--- src/rtl/core/pil_pkg.sv ---
`default_nettype none

package pil_pkg;

    // Number of cells in the row.
    localparam int LIST_DEPTH = 16;

    // Field widths fixed by the interface.
    localparam int POS_W   = 8;
    localparam int VAL_W   = 32;
    localparam int OCNT_W  = 9;
    localparam int IDX_W   = (LIST_DEPTH > 1) ? $clog2(LIST_DEPTH) : 1;
    localparam int CNT_W   = $clog2(LIST_DEPTH + 1);

    // Command codes.
    typedef enum logic {
        CMD_INSERT = 1'b0,
        CMD_READ   = 1'b1
    } t_cmd;

    // Status codes.
    typedef enum logic [1:0] {
        ST_OK     = 2'd0,
        ST_BEYOND = 2'd1,
        ST_FULL   = 2'd2,
        ST_RANGE  = 2'd3
    } t_status;

    // Input beat.
    typedef struct packed {
        t_cmd                     command;
        logic signed [VAL_W-1:0]  value;
        logic [POS_W-1:0]         position;
    } t_in_beat;

    // Result beat.
    typedef struct packed {
        t_status                  status;
        logic signed [VAL_W-1:0]  read_value;
        logic [OCNT_W-1:0]        element_count;
        logic signed [VAL_W-1:0]  element_sum;
    } t_out_beat;

    // Control broadcast from the controller to every cell.
    typedef struct packed {
        logic                     insert_en;
        logic [POS_W-1:0]         position;
        logic [VAL_W-1:0]         value;
    } t_cell_ctl;

endpackage

`default_nettype wire

--- src/rtl/core/positional_insert_list.sv ---
// Channel   Direction  Ports                                  Beat type
// input     in         i_in_valid, o_in_stall, i_in_data      t_in_beat
// output    out        o_out_valid, i_out_stall, o_out_data   t_out_beat
//
// On the edge that accepts a beat, the row of cells shifts or loads and
// the result lands in the output register.
// One beat per cycle is sustained while the output side does not stall.
// A stalled result holds the output register, and the input stalls with it.
// Reset (synchronous, active low) empties the list and clears the sum; the
// cell contents are not cleared, since only cells below the count are read.
`default_nettype none

module positional_insert_list
    import pil_pkg::*;
(
    input  wire logic      i_clk,
    input  wire logic      i_rst_n,
    input  wire logic      i_in_valid,
    output logic           o_in_stall,
    input  wire t_in_beat  i_in_data,
    output logic           o_out_valid,
    input  wire logic      i_out_stall,
    output t_out_beat      o_out_data
);

    logic                 w_accept;
    t_cell_ctl            w_ctl;
    t_out_beat            w_res;
    t_out_beat            w_beat;
    logic [VAL_W-1:0]     w_cell_val [LIST_DEPTH];
    logic [VAL_W-1:0]     w_read;
    logic                 r_out_valid;
    logic                 n_out_valid;
    t_out_beat            r_out_data;

    // Input is held off only while a result waits and the sink stalls.
    assign o_in_stall = r_out_valid && i_out_stall;
    assign w_accept   = i_in_valid && !o_in_stall;

    pil_ctrl u_ctrl (
        .i_clk    (i_clk),
        .i_rst_n  (i_rst_n),
        .i_accept (w_accept),
        .i_beat   (i_in_data),
        .o_ctl    (w_ctl),
        .o_res    (w_res)
    );

    // Row of cells; each one takes its front neighbor's value on a shift.
    for (genvar g = 0; g < LIST_DEPTH; g++) begin : g_cell
        if (g == 0) begin : g_head
            pil_cell u_cell (
                .i_clk   (i_clk),
                .i_ctl   (w_ctl),
                .i_index (POS_W'(g)),
                .i_prev  (w_ctl.value),
                .o_val   (w_cell_val[g])
            );
        end else begin : g_body
            pil_cell u_cell (
                .i_clk   (i_clk),
                .i_ctl   (w_ctl),
                .i_index (POS_W'(g)),
                .i_prev  (w_cell_val[g-1]),
                .o_val   (w_cell_val[g])
            );
        end
    end

    // Read select; only meaningful for an in-range read.
    assign w_read = w_cell_val[i_in_data.position[IDX_W-1:0]];

    always_comb begin
        w_beat = w_res;
        if ((i_in_data.command == CMD_READ) && (w_res.status == ST_OK)) begin
            w_beat.read_value = w_read;
        end
    end

    // Output register.
    always_comb begin
        n_out_valid = r_out_valid;
        if (w_accept) begin
            n_out_valid = 1'b1;
        end else if (!i_out_stall) begin
            n_out_valid = 1'b0;
        end
    end

    always_ff @(posedge i_clk) begin
        if (!i_rst_n) begin
            r_out_valid <= 1'b0;
        end else begin
            r_out_valid <= n_out_valid;
        end
    end

    always_ff @(posedge i_clk) begin
        if (w_accept) begin
            r_out_data <= w_beat;
        end
    end

    assign o_out_valid = r_out_valid;
    assign o_out_data  = r_out_data;

    // The reported count never exceeds the number of cells.
    a_count_bound: assert property (@(posedge i_clk) disable iff (!i_rst_n)
        o_out_valid |-> (o_out_data.element_count <= OCNT_W'(LIST_DEPTH)))
        else $error("element count above list depth");

    // A rejected result carries a zero read value.
    a_read_zero: assert property (@(posedge i_clk) disable iff (!i_rst_n)
        (o_out_valid && (o_out_data.status != ST_OK)) |->
            (o_out_data.read_value == '0))
        else $error("read value not zero on a failed beat");

    // A read beat never reports an insert status.
    a_read_status: assert property (@(posedge i_clk) disable iff (!i_rst_n)
        (w_accept && (i_in_data.command == CMD_READ)) |=>
            ((o_out_data.status == ST_OK) || (o_out_data.status == ST_RANGE)))
        else $error("read beat with insert status");

    // Every accepted beat produces a result on the next cycle.
    a_result: assert property (@(posedge i_clk) disable iff (!i_rst_n)
        w_accept |=> o_out_valid)
        else $error("accepted beat produced no result");

endmodule

`default_nettype wire

--- src/rtl/core/pil_cell.sv ---
`default_nettype none

module pil_cell
    import pil_pkg::*;
(
    input  wire logic              i_clk,
    input  wire t_cell_ctl         i_ctl,
    input  wire logic [POS_W-1:0]  i_index,
    input  wire logic [VAL_W-1:0]  i_prev,
    output logic [VAL_W-1:0]       o_val
);

    logic [VAL_W-1:0] r_val;
    logic [VAL_W-1:0] n_val;

    // On an insert, the cell at the position loads the new value and every
    // cell behind it takes its front neighbor's value.
    always_comb begin
        n_val = r_val;
        if (i_ctl.insert_en) begin
            if (i_index == i_ctl.position) begin
                n_val = i_ctl.value;
            end else if (i_index > i_ctl.position) begin
                n_val = i_prev;
            end
        end
    end

    always_ff @(posedge i_clk) begin
        r_val <= n_val;
    end

    assign o_val = r_val;

endmodule

`default_nettype wire

--- src/rtl/core/pil_ctrl.sv ---
`default_nettype none

module pil_ctrl
    import pil_pkg::*;
(
    input  wire logic      i_clk,
    input  wire logic      i_rst_n,
    input  wire logic      i_accept,
    input  wire t_in_beat  i_beat,
    output t_cell_ctl      o_ctl,
    output t_out_beat      o_res
);

    logic [CNT_W-1:0]  r_count;
    logic [CNT_W-1:0]  n_count;
    logic [VAL_W-1:0]  r_sum;
    logic [VAL_W-1:0]  n_sum;
    logic [OCNT_W-1:0] w_pos_ext;
    logic [OCNT_W-1:0] w_cnt_ext;
    logic              w_full;
    logic              w_insert;
    t_status           w_status;

    assign w_pos_ext = {1'b0, i_beat.position};
    assign w_cnt_ext = OCNT_W'(r_count);
    assign w_full    = (r_count == CNT_W'(LIST_DEPTH));

    // Status of the beat; the position check comes before the full check.
    always_comb begin
        w_status = ST_OK;
        if (i_beat.command == CMD_INSERT) begin
            priority if (w_pos_ext > w_cnt_ext) begin
                w_status = ST_BEYOND;
            end else if (w_full) begin
                w_status = ST_FULL;
            end
        end else begin
            if (!(w_pos_ext < w_cnt_ext)) begin
                w_status = ST_RANGE;
            end
        end
    end

    assign w_insert = i_accept && (i_beat.command == CMD_INSERT) && (w_status == ST_OK);

    // Count and running sum after this beat.
    always_comb begin
        n_count = r_count;
        n_sum   = r_sum;
        if (w_insert) begin
            n_count = r_count + CNT_W'(1);
            n_sum   = r_sum + i_beat.value;
        end
    end

    always_ff @(posedge i_clk) begin
        if (!i_rst_n) begin
            r_count <= '0;
            r_sum   <= '0;
        end else begin
            r_count <= n_count;
            r_sum   <= n_sum;
        end
    end

    // Broadcast to the cell row.
    assign o_ctl.insert_en = w_insert;
    assign o_ctl.position  = i_beat.position;
    assign o_ctl.value     = i_beat.value;

    // Result fields known here; the top level fills in the read value.
    assign o_res.status        = w_status;
    assign o_res.read_value    = '0;
    assign o_res.element_count = OCNT_W'(n_count);
    assign o_res.element_sum   = n_sum;

endmodule

`default_nettype wire

--- config.mk ---
export PLATFORM = sky130hd
export DESIGN_NAME = positional_insert_list
export DESIGN_NICKNAME = d
export VERILOG_FILES = /design/src/rtl/core/pil_pkg.sv /design/src/rtl/core/positional_insert_list.sv /design/src/rtl/core/pil_cell.sv /design/src/rtl/core/pil_ctrl.sv
export SDC_FILE = /design/constraint.sdc
export NUM_CORES = 1
export LEC_CHECK = 0
export BUFFER_PORTS_ARGS = -buffer_cell sky130_fd_sc_hd__buf_2
export CAP_MARGIN = 25
export CORE_MARGIN = 4
export CORE_UTILIZATION = 55
export DETAILED_ROUTE_END_ITERATION = 8
export GPL_ROUTABILITY_DRIVEN = 0
export HOLD_SLACK_MARGIN = 0.1
export PLACE_DENSITY = 0.72
export RECOVER_POWER = 50
export SYNTH_ARGS = -nofsm -noshare
export SYNTH_HDL_FRONTEND = slang
export SYNTH_SLANG_ARGS = --single-unit
--- constraint.sdc ---
create_clock -name i_clk -period 12 [get_ports i_clk]
set_clock_uncertainty 0.05 [all_clocks]
set_input_delay 0 -clock i_clk [delete_from_list [all_inputs] [get_ports i_clk]]
set_output_delay 0 -clock i_clk [all_outputs]
set_load 0.01 [all_outputs]
# Word-level counts from Yosys, hierarchy flattened
# Index checks and enable logic that the tools add are counted.
# word_totals
regBits	621
latch_bits	0
ramBits	0
mem_bits_ro	0
input_bits	45
output_inout_bits	77
n_memories	0
# classes
add_sub_neg	2
n_mul	0
n_div	0
order_cmp	19
n_eq_ne	17
shift	0
n_mux	43
bitwise_logic	2
reduce_logical	40
# ops
cell	count
32-bit 2-to-1 mux	35
32-bit binary-select mux with 4-bit select	1
4-bit by 8-bit equality test with 1-bit output, first input constant	8
4-bit by 8-bit > comparator with 1-bit output, first input constant	8
32-bit adder	1
3-bit by 8-bit equality test with 1-bit output, first input constant	4
3-bit by 8-bit > comparator with 1-bit output, first input constant	4
2-bit AND reduction	16
2-bit nonzero test	16
2-bit by 8-bit equality test with 1-bit output, first input constant	2
1-bit by 8-bit > comparator with 1-bit output, first input constant	2
2-bit by 8-bit > comparator with 1-bit output, first input constant	2
1-bit by 8-bit equality test with 1-bit output, first input constant	1
8-bit by 5-bit > comparator with 1-bit output	1
8-bit logical NOT	1
8-bit by 5-bit less-than comparator with 1-bit output	1
2-bit 2-to-1 mux	4
5-bit by 1-bit adder with 5-bit output, second input constant	1
5-bit equality test, second input constant	1
5-bit greater-or-equal comparator, second input constant	1
1-bit logical AND	5
5-bit 2-to-1 mux	1
4-bit NOT with 5-bit output	1
2-bit logical NOT	1
other kinds (4)	5

# Logic depth before layout (Yosys ltp)
# Gate-level depths: netlist (run 1).
# logic_depth
word_depth	7
mapped_depth	14
depth_no_buf	10

# By module
# Synthesis (run 1) repeated with hierarchy kept, for this count alone.
# hier_totals
hier_cells	2668
area_unflattened_um2	35999.5
# modules_own_cells
mod	instances	cells_per_inst	area_each_um2	seq_area_each_um2
pil_cell	16	96	1572.8	960.9
positional_insert_list	1	574	6765.2	2272.2
pil_ctrl	1	558	4070.2	740.7

# Least setup slack after synthesis (run 1)
# OpenSTA, ideal clock, no wires.
# synth_timing
path_kind	register to register
start	reg u_ctrl.r_count[1]
end	reg g_cell[1].g_body.u_cell.r_val[0], enable pin
setup_time_ns	0.502
arrival_ns	5.308
required_ns	11.448
slack_ns	6.141
path_stages_with_launch	13
n_path_buf	2
period_less_slack_ns	5.859
cell_sequence	dfxtp_1 -> inv_1 -> ha_1 -> nor2b_1 -> o21a_1 -> o21a_1 -> o21a_1 -> o21a_1 -> clkbuf_1 -> nor2_2 -> buf_4 -> nand2_1 -> nor4_1
# synth_via
elab_chain_cells	7
word_cells_on_any_way	10
# synth_lines
item	line_no	text
from (decl)	pil_ctrl.sv:14	logic [CNT_W-1:0] r_count;
from (signal assigned)	pil_ctrl.sv:61	r_count <= n_count;
branches (longest 3 deep; another with 8-bit by 5-bit > comparator with 1-bit output)	n/a	
2-bit 2-to-1 mux (*)	pil_ctrl.sv:31	if (i_beat.command == CMD_INSERT) begin
2-bit logical NOT (*)	pil_ctrl.sv:44	assign w_insert = i_accept && (i_beat.command == CMD_INSERT) && (w_status == ST_OK);
1-bit logical AND (*)	pil_ctrl.sv:44	
2-bit AND reduction (no source line) (*)	n/a	
to (signal assigned)	pil_cell.sv:30	r_val <= n_val;
to (decl)	pil_cell.sv:13	logic [VAL_W-1:0] r_val;
# Every way passes the cells marked *.
# A chain may end at the register's enable or synchronous reset.

# Worst setup path after layout (run 1)
# layout_timing
start	reg u_ctrl.r_count[1]
end	reg g_cell[5].g_body.u_cell.r_val[29], enable pin
# layout_via
elab_chain_cells	7
word_cells_on_any_way	10
# layout_lines
item	line_no
branches (longest 3 deep; another with 8-bit by 5-bit > comparator with 1-bit output)	n/a
2-bit 2-to-1 mux (*)	pil_ctrl.sv:31
2-bit logical NOT (*)	pil_ctrl.sv:44
1-bit logical AND (*)	pil_ctrl.sv:44
2-bit AND reduction (no source line) (*)	n/a
to (signal assigned)	pil_cell.sv:30
to (decl)	pil_cell.sv:13
# Marked as above.

==> reports/metrics.yaml, run 1 <==
synth_flop_cell: "edfxtp_1"
die_y_um: 245.8
fin_ws_ps: 7049
synth_warnings: 0
post-route-min-period_ps: 4951
nFillCells: 4043
drt_iter0_markers: 1606
num_rows: 86
total_power_mw: 4.714
relSlewSlack_pct: -119.7
reg2reg_setup_slack_ps: 7050
use_met3_pct: 3.642
fin_crit_sh_pct: 41.26
synth_top_cell_by_area: "edfxtp_1"
worstReg2RegStart: "u_ctrl.r_count[1]"
grt_pass1_wl_um: 120300
hp-class: "primary input to flip-flop"
htree_levels: 3
powerDensity_nw_per_um2: 134.7
synth_area_leaders: "edfxtp_1 56%, mux2_2 18%, mux4_2 12%"
fmax_ghz: 0.2020
busiest_layer: "met2"
drc_errors: 0
grt_util_all_layers_pct: 26.44
firstDrtPassIters: 5
sequentialPowerShare_pct: 50.1
cp_cell_sequence: "inv_1 > ha_1 > nor2b_1 > o21a_1 > o21a_1 > o21a_1 > o21a_1 > nor2_2 > buf_4 > nand2_1 > a211oi_4 > buf_4"
clock_sinks: 621
cts_buffer_depth: 3
internal-power_mw: 3.709
p_sw_share_pct: 21.33
fp.dieArea_um2: 60430
dp_slack_ps: 6711
cp.arrival_ps: 5160
synth_enable_flop_cells: 583
grt_pass1_vias: 18550
clk_latency_ps: 600
core_area_um2: 55520
seq_area_frac_synth_pct: 58.73
grt_setup_unrepaired: "no"
required_ps: 12210
final_util_pct: 63.02
drt-wirelength-per-cell_um: 28.26
power.leakage_nw: 11.65
p_clk_share_pct: 44.7
report.final.slew_viol_count: 393
p_comb_share_pct: 5.2
port_buffers: 117
fp.dieW_um: 245.8
initial_core_util_pct: 56.02
synth_cells: 1890
whs_path_depth: 6
synth_async_sr_flop_share_pct: 0
critPathSlowestCell: "a211oi_4"
critPathLaunch: "u_ctrl.r_count[1]"
violations: "max-capacitance violations, max-slew violations"
hp-start: "i_in_data[7]"
via_count: 18010
reg2regPathDepth: 12
p_sw_mw: 1.006
grt_util_met2_pct: 44.79
worstReg2RegEnd: "g_cell[5].g_body.u_cell.o_val[29]"
crit_fanout: 27
peakVddDrop_v: 0.0001097
worstMarginPinSlew_ps: 3295
cts_tree: "done"
synth_seq_cells: 621
grt_overflow: 0
antenna_found_initial: 1
cpPeakStageDelay_ps: 810
end_kind: "flip-flop"
maxCapViolCount: 14
area_growth_pct: 12.49
status: "finished, violations left"
ant_nets: 0
hpwl_um: 49920
finalSetupViolations: 0
multi_input_area_um2: 12270
grtUsageMet1_pct: 36.29
synth_area_per_cell_um2: 16.46
hold_viol_final: 0
finalWirelength_um: 79130
seqCellArea_um2: 18270
path_clk_slew_ps: 60
fin_setup_tns_ps: 0
drive_above_1_share_pct: 39.20
cp-start-kind: "flip-flop"
synth_cell_types: 65
cts_buffers: 68
io_pins: 122
syn_area_um2: 31110
root_buffer: "clkbuf_16"
yosysTopAreaCellShare_pct: 56.28
crit_type: "flip-flop to flip-flop"
grt_max_degree: 78
vias_per_cell: 6.433
hold_end: "o_out_data[34]"
worst_path_most_repeated_cell: "o21a_1"
fin_nets: 2087
[critical path, delay by kind of cell, from the launching register on]
| family | cells | cell delay, ps |
|---|---|---|
| buf+inv | 3 | 950 |
| simple gates | 3 | 1130 |
| compound gates | 5 | 1770 |
| fa+ha+maj | 1 | 280 |
| flops | 1 | 360 |
[flip-flops by register name, indices dropped and copies added (netlist names)]
name                        flops
o_out_valid                     1
g_cell.g_head.u_cell.o_val     32
u_ctrl.r_sum                   32
o_out_data                     71
u_ctrl.r_count                  5
g_cell.g_body.u_cell.o_val    480
[per-layer routing]
metal | share of wire, % | wire [um]
met1 | 41 | 32570
met2 | 50 | 39870
met3 | 5.5 | 4385
met4 | 2.9 | 2301
met5 | 0 | 0
[cell families after synthesis]
group / Yosys count / share of synthesized area, %
AND/OR/NAND/NOR: 236 / 4.055
multiplexers: 666 / 29.89
flip-flops: 621 / 58.73
XOR/XNOR: 22 / 0.6194
other: 1 / 0.01206
buffers and inverters: 177 / 2.301
AO/OA/AOI/OAI: 128 / 2.808
adder cells (fa/ha/maj): 39 / 1.593
[worst max path at each step]
stage          slack [ps]  cells past startpoint                           endpoint
5_1_grt              6770                      5                     o_out_data[54]
2_1_floorplan        6140                     12   g_cell[1].g_body.u_cell.o_val[0]
3_5_place_dp         6710                     12  g_cell[5].g_body.u_cell.o_val[24]
4_1_cts              7050                     12  g_cell[5].g_body.u_cell.o_val[25]
6_report             7050                     12  g_cell[5].g_body.u_cell.o_val[29]
3_3_place_gp         6860                     12  g_cell[5].g_body.u_cell.o_val[24]
[power by group through the flow]
stage	sequential [mW]	clock, mW	combinational, mW
floorplan	2.41	0	0.144
finish	2.36	2.11	0.247
CTS	2.36	2.14	0.253
global route	2.36	2.23	0.263
detailed placement	2.40	0	0.241
global placement	2.40	0	0.239
[per-stage QoR]
stage	instance area, um^2	hold slack [ps]	instances
floorplan	31120	48.87	1893
finish	34990	183.2	2800
detailed placement	32510	178.7	2631
global placement	32380	175.5	2625
CTS	35130	113.5	2790
global route	34990	175.4	2800
[final cells by class]
type                            instances  share of cell area [%]
Multi-Input combinational cell       1095                   35.08
Tap cell                              748                   2.675
Timing Repair Buffer                  194                   3.458
Sequential cell                       621                   52.21
Clock buffer                           90                   5.518
Clock inverter                         28                  0.8046
Antenna cell                            1                0.007152
Inverter                               23                  0.2503
[layout by cell type (no fill, tap or decap), drive strengths merged, types with 27 or more instances in the layout]
cell / instances
edfxtp: 583
mux2: 499
clkbuf: 209
mux4: 160
nand2: 58
a21oi: 46
dlygate4sd3: 41
nor2b: 38
ha: 38
dfxtp: 38
buf: 34
and2: 27
[cell usage after synthesis, types with 21 or more instances]
cell and instances:
edfxtp_1 583, mux2_2 492, mux4_2 160, clkbuf_1 90
nand2_1 58, a21oi_1 45, dfxtp_1 38, ha_1 38
nor2b_1 38, buf_1 35, and2_1 26, buf_2 23
inv_1 23, nand3_1 23, nor2_1 21
[repair_timing]
action,in CTS,in global routing
hold buffers,41,0
resized for setup,0,0
setup buffers,0,0
hold endpoints to repair,519,0
Note: power is estimated with default switching activity, not from simulation.
==> run 2: changes to the inputs <==
==> constraint.sdc (replaced) <==
create_clock -name i_clk -period 4.8 [get_ports i_clk]
set_clock_uncertainty 0.05 [all_clocks]
set_input_delay 0 -clock i_clk [delete_from_list [all_inputs] [get_ports i_clk]]
set_output_delay 0 -clock i_clk [all_outputs]
set_load 0.01 [all_outputs]
==> reports/metrics.yaml, run 2 (same netlist as run 1, synthesis figures left out) <==
io_pins: 122
crit_fanout: 29
peakVddDrop_v: 0.0003094
critPathSlowestCell: "clkbuf_1"
cts-resized-gates: 0
path_clk_slew_ps: 60
fin_area_um2: 35090
powerDensity_nw_per_um2: 325.2
violations: "max-capacitance violations, max-slew violations"
finalWirelength_um: 83050
firstDrtPassIters: 5
hold_viol_final: 0
ant_nets: 0
fp.dieW_um: 245.8
clk_latency_ps: 600
worstMarginPinSlew_ps: 2551
drt_iter0_markers: 1694
antenna_found_initial: 0
cts_tree: "done"
cp-start-kind: "primary input"
hpwl_um: 51260
grt_util_all_layers_pct: 27.54
cpPeakStageDelay_ps: 1870
num_rows: 86
grt_pass1_vias: 18950
grt_overflow: 0
cp_cell_sequence: "buf_2 > clkbuf_1 > nor2_1 > nand2_1 > buf_4 > mux2_2"
post_dp_cell_area_um2: 32780
hp-class: "primary input to flip-flop"
clock_sinks: 621
port_buffers: 117
fin_setup_tns_ps: 0
final_cell_mix: "583 x edfxtp_1, 491 x mux2_2, 160 x mux4_2"
root_buffer: "clkbuf_16"
fin_nets: 2108
cts_buffers: 66
status: "finished, violations left"
drc_errors: 0
fp.dieArea_um2: 60430
grt_pass1_wl_um: 123300
grt_max_degree: 87
post-route-min-period_ps: 4093
layout_commonest_cell: "edfxtp_1"
largest_register_ffs: 480
core_area_um2: 55520
power.leakage_nw: 11.72
maxCapViolCount: 4
report.final.slew_viol_count: 93
drt-wirelength-per-cell_um: 29.41
finalSetupViolations: 0
required_ps: 5090
drive_above_1_share_pct: 40.51
htree_levels: 3
cts_buffer_depth: 3
relSlewSlack_pct: -70.07
grt_setup_unrepaired: "no"
vias_per_cell: 6.525
die_y_um: 245.8
area_growth_pct: 12.82
postCtsSetupBuffers: 0
via_count: 18430
fin_crit_sh_pct: 85.28
whs_ps: 200.4
end_kind: "flip-flop"
cp.arrival_ps: 4380
antenna_cells: 0
initial_core_util_pct: 56.02
crit_type: "primary input to flip-flop"
cts_hold_buf: 45
fmax_ghz: 0.2443
## run 2: cell count changes in the layout (fill, tap and decap cells not counted), moves of 5 or more
cell,delta
clkbuf_16,-6
buf_4,+17
mux2_2,+9
mux2_1,-9
clkbuf_1,-8
clkinv_1,+5
buf_12,+6
## run 2: path summary, 6_finish.rpt
| check | startpoint | depth (start not counted) | endpoint | slack (ps) |
|---|---|---|---|---|
| hold reg to reg | u_ctrl.r_sum[10] | 2 | u_ctrl.r_sum[10] | 450 |
| setup reg to reg | u_ctrl.r_count[1] | 10 | o_out_data[69] | 1190 |
| hold / removal | i_in_data[2] | 3 | o_out_data[46] | 200 |
| setup / recovery | i_in_data[2] | 6 | g_cell[1].g_body.u_cell.o_val[15] | 710 |
## run 2: final cells by class
| cell class | count | area (um^2) |
|---|---|---|
| fillers | 4056 | 20430 |
| flip-flops and latches | 621 | 18270 |
| multi-input cells | 1095 | 12290 |
| clock buffers | 83 | 1767 |
| repair buffers | 217 | 1481 |
| well taps | 748 | 935.9 |
| clock inverters | 37 | 261.5 |
| inverters | 23 | 87.58 |
## run 2: power breakdown
group | internal, mW | switching (mW)
Combinational | 0.251 | 0.368
Clock | 2.73 | 2.16
Sequential | 5.88 | 0.0144
## run 2: layer usage
layer / vias up / track usage (%) / wire [um]
li1: 7808 / - / -
met5: - / 0 / 0
met2: 855 / 44.49 / 40040
met4: 0 / 9.745 / 3058
met3: 158 / 5.746 / 6632
met1: 9605 / 37.56 / 33320
## run 2: critical path: cells and delay by family
| family | cells | cell delay (ps) |
|---|---|---|
| buffers and inverters | 3 | 2920 |
| and+or+nand+nor | 2 | 1010 |
| muxes | 1 | 400 |
## run 2: metrics by stage
step	power [mW]	std cells	util, %	worst slack, ps
after global placement	6.603	2655	58.96	1606
after global routing	11.76	2824	63.21	682.8
after floorplan	6.388	1893	-	256.5
final	11.41	2824	63.21	706.8
after detailed placement	6.609	2657	59.03	1565
after CTS	11.49	2822	63.49	1552
==> run 3: changes to the inputs <==
--- a/config.mk
+++ b/config.mk
@@ -7,6 +7,7 @@
 export LEC_CHECK = 0
 export BUFFER_PORTS_ARGS = -buffer_cell sky130_fd_sc_hd__buf_2
 export CAP_MARGIN = 25
+export CORE_ASPECT_RATIO = 0.7
 export CORE_MARGIN = 4
 export CORE_UTILIZATION = 55
 export DETAILED_ROUTE_END_ITERATION = 8
==> reports/metrics.yaml, run 3 (same netlist as run 1, synthesis figures left out) <==
path_clk_slew_ps: 60
power.leakage_nw: 11.49
fmax_ghz: 0.2411
antenna_found_initial: 0
die_y_um: 207.0
cts_buffers: 59
fin_nets: 2087
grt_util_all_layers_pct: 26.09
fp.dieW_um: 292.2
grt_pass1_vias: 18710
layout_commonest_cell: "edfxtp_1"
clock_sinks: 621
report.final.slew_viol_count: 322
nFillCells: 3982
io_pins: 122
core_area_um2: 55580
cp-start-kind: "primary input"
final_util_pct: 62.40
hold_viol_final: 0
drt_iter0_markers: 1854
finalSetupViolations: 0
cts_buffer_depth: 3
violations: "max-capacitance violations, max-slew violations"
instances_no_fill: 2791
postCtsSetupBuffers: 0
clk_latency_ps: 640
ant_nets: 0
required_ps: 5110
worstMarginPinSlew_ps: 2853
num_rows: 72
largest_register_ffs: 480
initial_core_util_pct: 55.96
cts_tree: "done"
via_count: 18160
grt_setup_unrepaired: "no"
fin_setup_tns_ps: 0
fp.dieArea_um2: 60490
powerDensity_nw_per_um2: 318.1
vias_per_cell: 6.506
hpwl_um: 49370
fin_crit_sh_pct: 86.39
dp.cells: 2636
htree_levels: 2
maxCapViolCount: 11
post_dp_cell_area_um2: 32650
fin_area_um2: 34680
hp-class: "primary input to flip-flop"
drc_errors: 0
drt-wirelength-per-cell_um: 28.16
grt_overflow: 0
whs_ps: 30.41
cp.arrival_ps: 4460
area_growth_pct: 11.50
root_buffer: "clkbuf_16"
grt_max_degree: 143
cts-resized-gates: 0
grt_pass1_wl_um: 119300
crit_type: "primary input to flip-flop"
relSlewSlack_pct: -90.30
port_buffers: 117
post-route-min-period_ps: 4147
firstDrtPassIters: 5
final_cell_mix: "583 x edfxtp_1, 483 x mux2_2, 160 x mux4_2"
end_kind: "flip-flop"
crit_fanout: 32
finalWirelength_um: 78600
cts_hold_buf: 43
peakVddDrop_v: 0.0003139
drive_above_1_share_pct: 39.07
status: "finished, violations left"
run 3: changes by cell type in the layout (fill, tap and decap cells not counted), moves of 2 or more:
cell / previous run / this run
buf_2: 10 / 8
nand2_2: 4 / 1
buf_4: 35 / 24
nand2_1: 54 / 57
clkinv_1: 15 / 20
buf_16: 2 / 0
mux2_2: 491 / 483
bufinv_16: 2 / 4
clkbuf_16: 67 / 59
dlygate4sd3_1: 45 / 43
mux2_1: 7 / 15
buf_12: 11 / 7
inv_6: 4 / 1
clkbuf_8: 4 / 1
run 3: where the power goes:
part / internal [mW] / switching (mW)
Sequential: 5.88 / 0.0139
Clock: 2.46 / 2.07
Combinational: 0.246 / 0.360
Total: 8.59 / 2.44
run 3: worst max-delay path: stages:
cell,delay [ps]
dlygate4sd3_1,540
clkbuf_1,110
or3_1,390
nor2_1,480
and3_1,340
and2_0,2100
mux2_2,480
run 3: final timing paths:
kind                           from                           endpoint  slack (ps)  cells after the start
setup / recovery       i_in_data[6]  g_cell[14].g_body.u_cell.o_val[1]         650                      7
hold / removal         i_in_data[3]   g_cell[3].g_body.u_cell.o_val[2]          30                      4
setup reg to reg  u_ctrl.r_count[1]  g_cell[4].g_body.u_cell.o_val[16]         800                     10
hold reg to reg    u_ctrl.r_sum[27]                   u_ctrl.r_sum[27]         430                      2
run 3: area by class of cell:
cell class	instances	area [um^2]	area share, %
clock buffers	68	1510	4.354
inverters	23	87.58	0.2525
clock inverters	40	320.3	0.9235
multi-input cells	1095	12300	35.47
well taps	740	925.9	2.670
repair buffers	203	1269	3.658
flip-flops and latches	621	18270	52.67
diodes	1	2.502	0.007215
run 3: stage by stage:
step | setup WS [ps] | total power, mW
6_report | 653.2 | 11.03
5_1_grt | 553.3 | 11.38
4_1_cts | 1022 | 11.10
3_5_place_dp | 1057 | 6.601
3_3_place_gp | 1097 | 6.596
2_1_floorplan | 256.5 | 6.388
run 3: metal layers:
layer	GRT usage (%)	routed length, um	up-vias
li1	-	-	7764
met1	38.59	34880	9566
met2	41.98	37080	739
met3	3.519	5279	90
met4	5.822	1348	0
met5	0	0	-
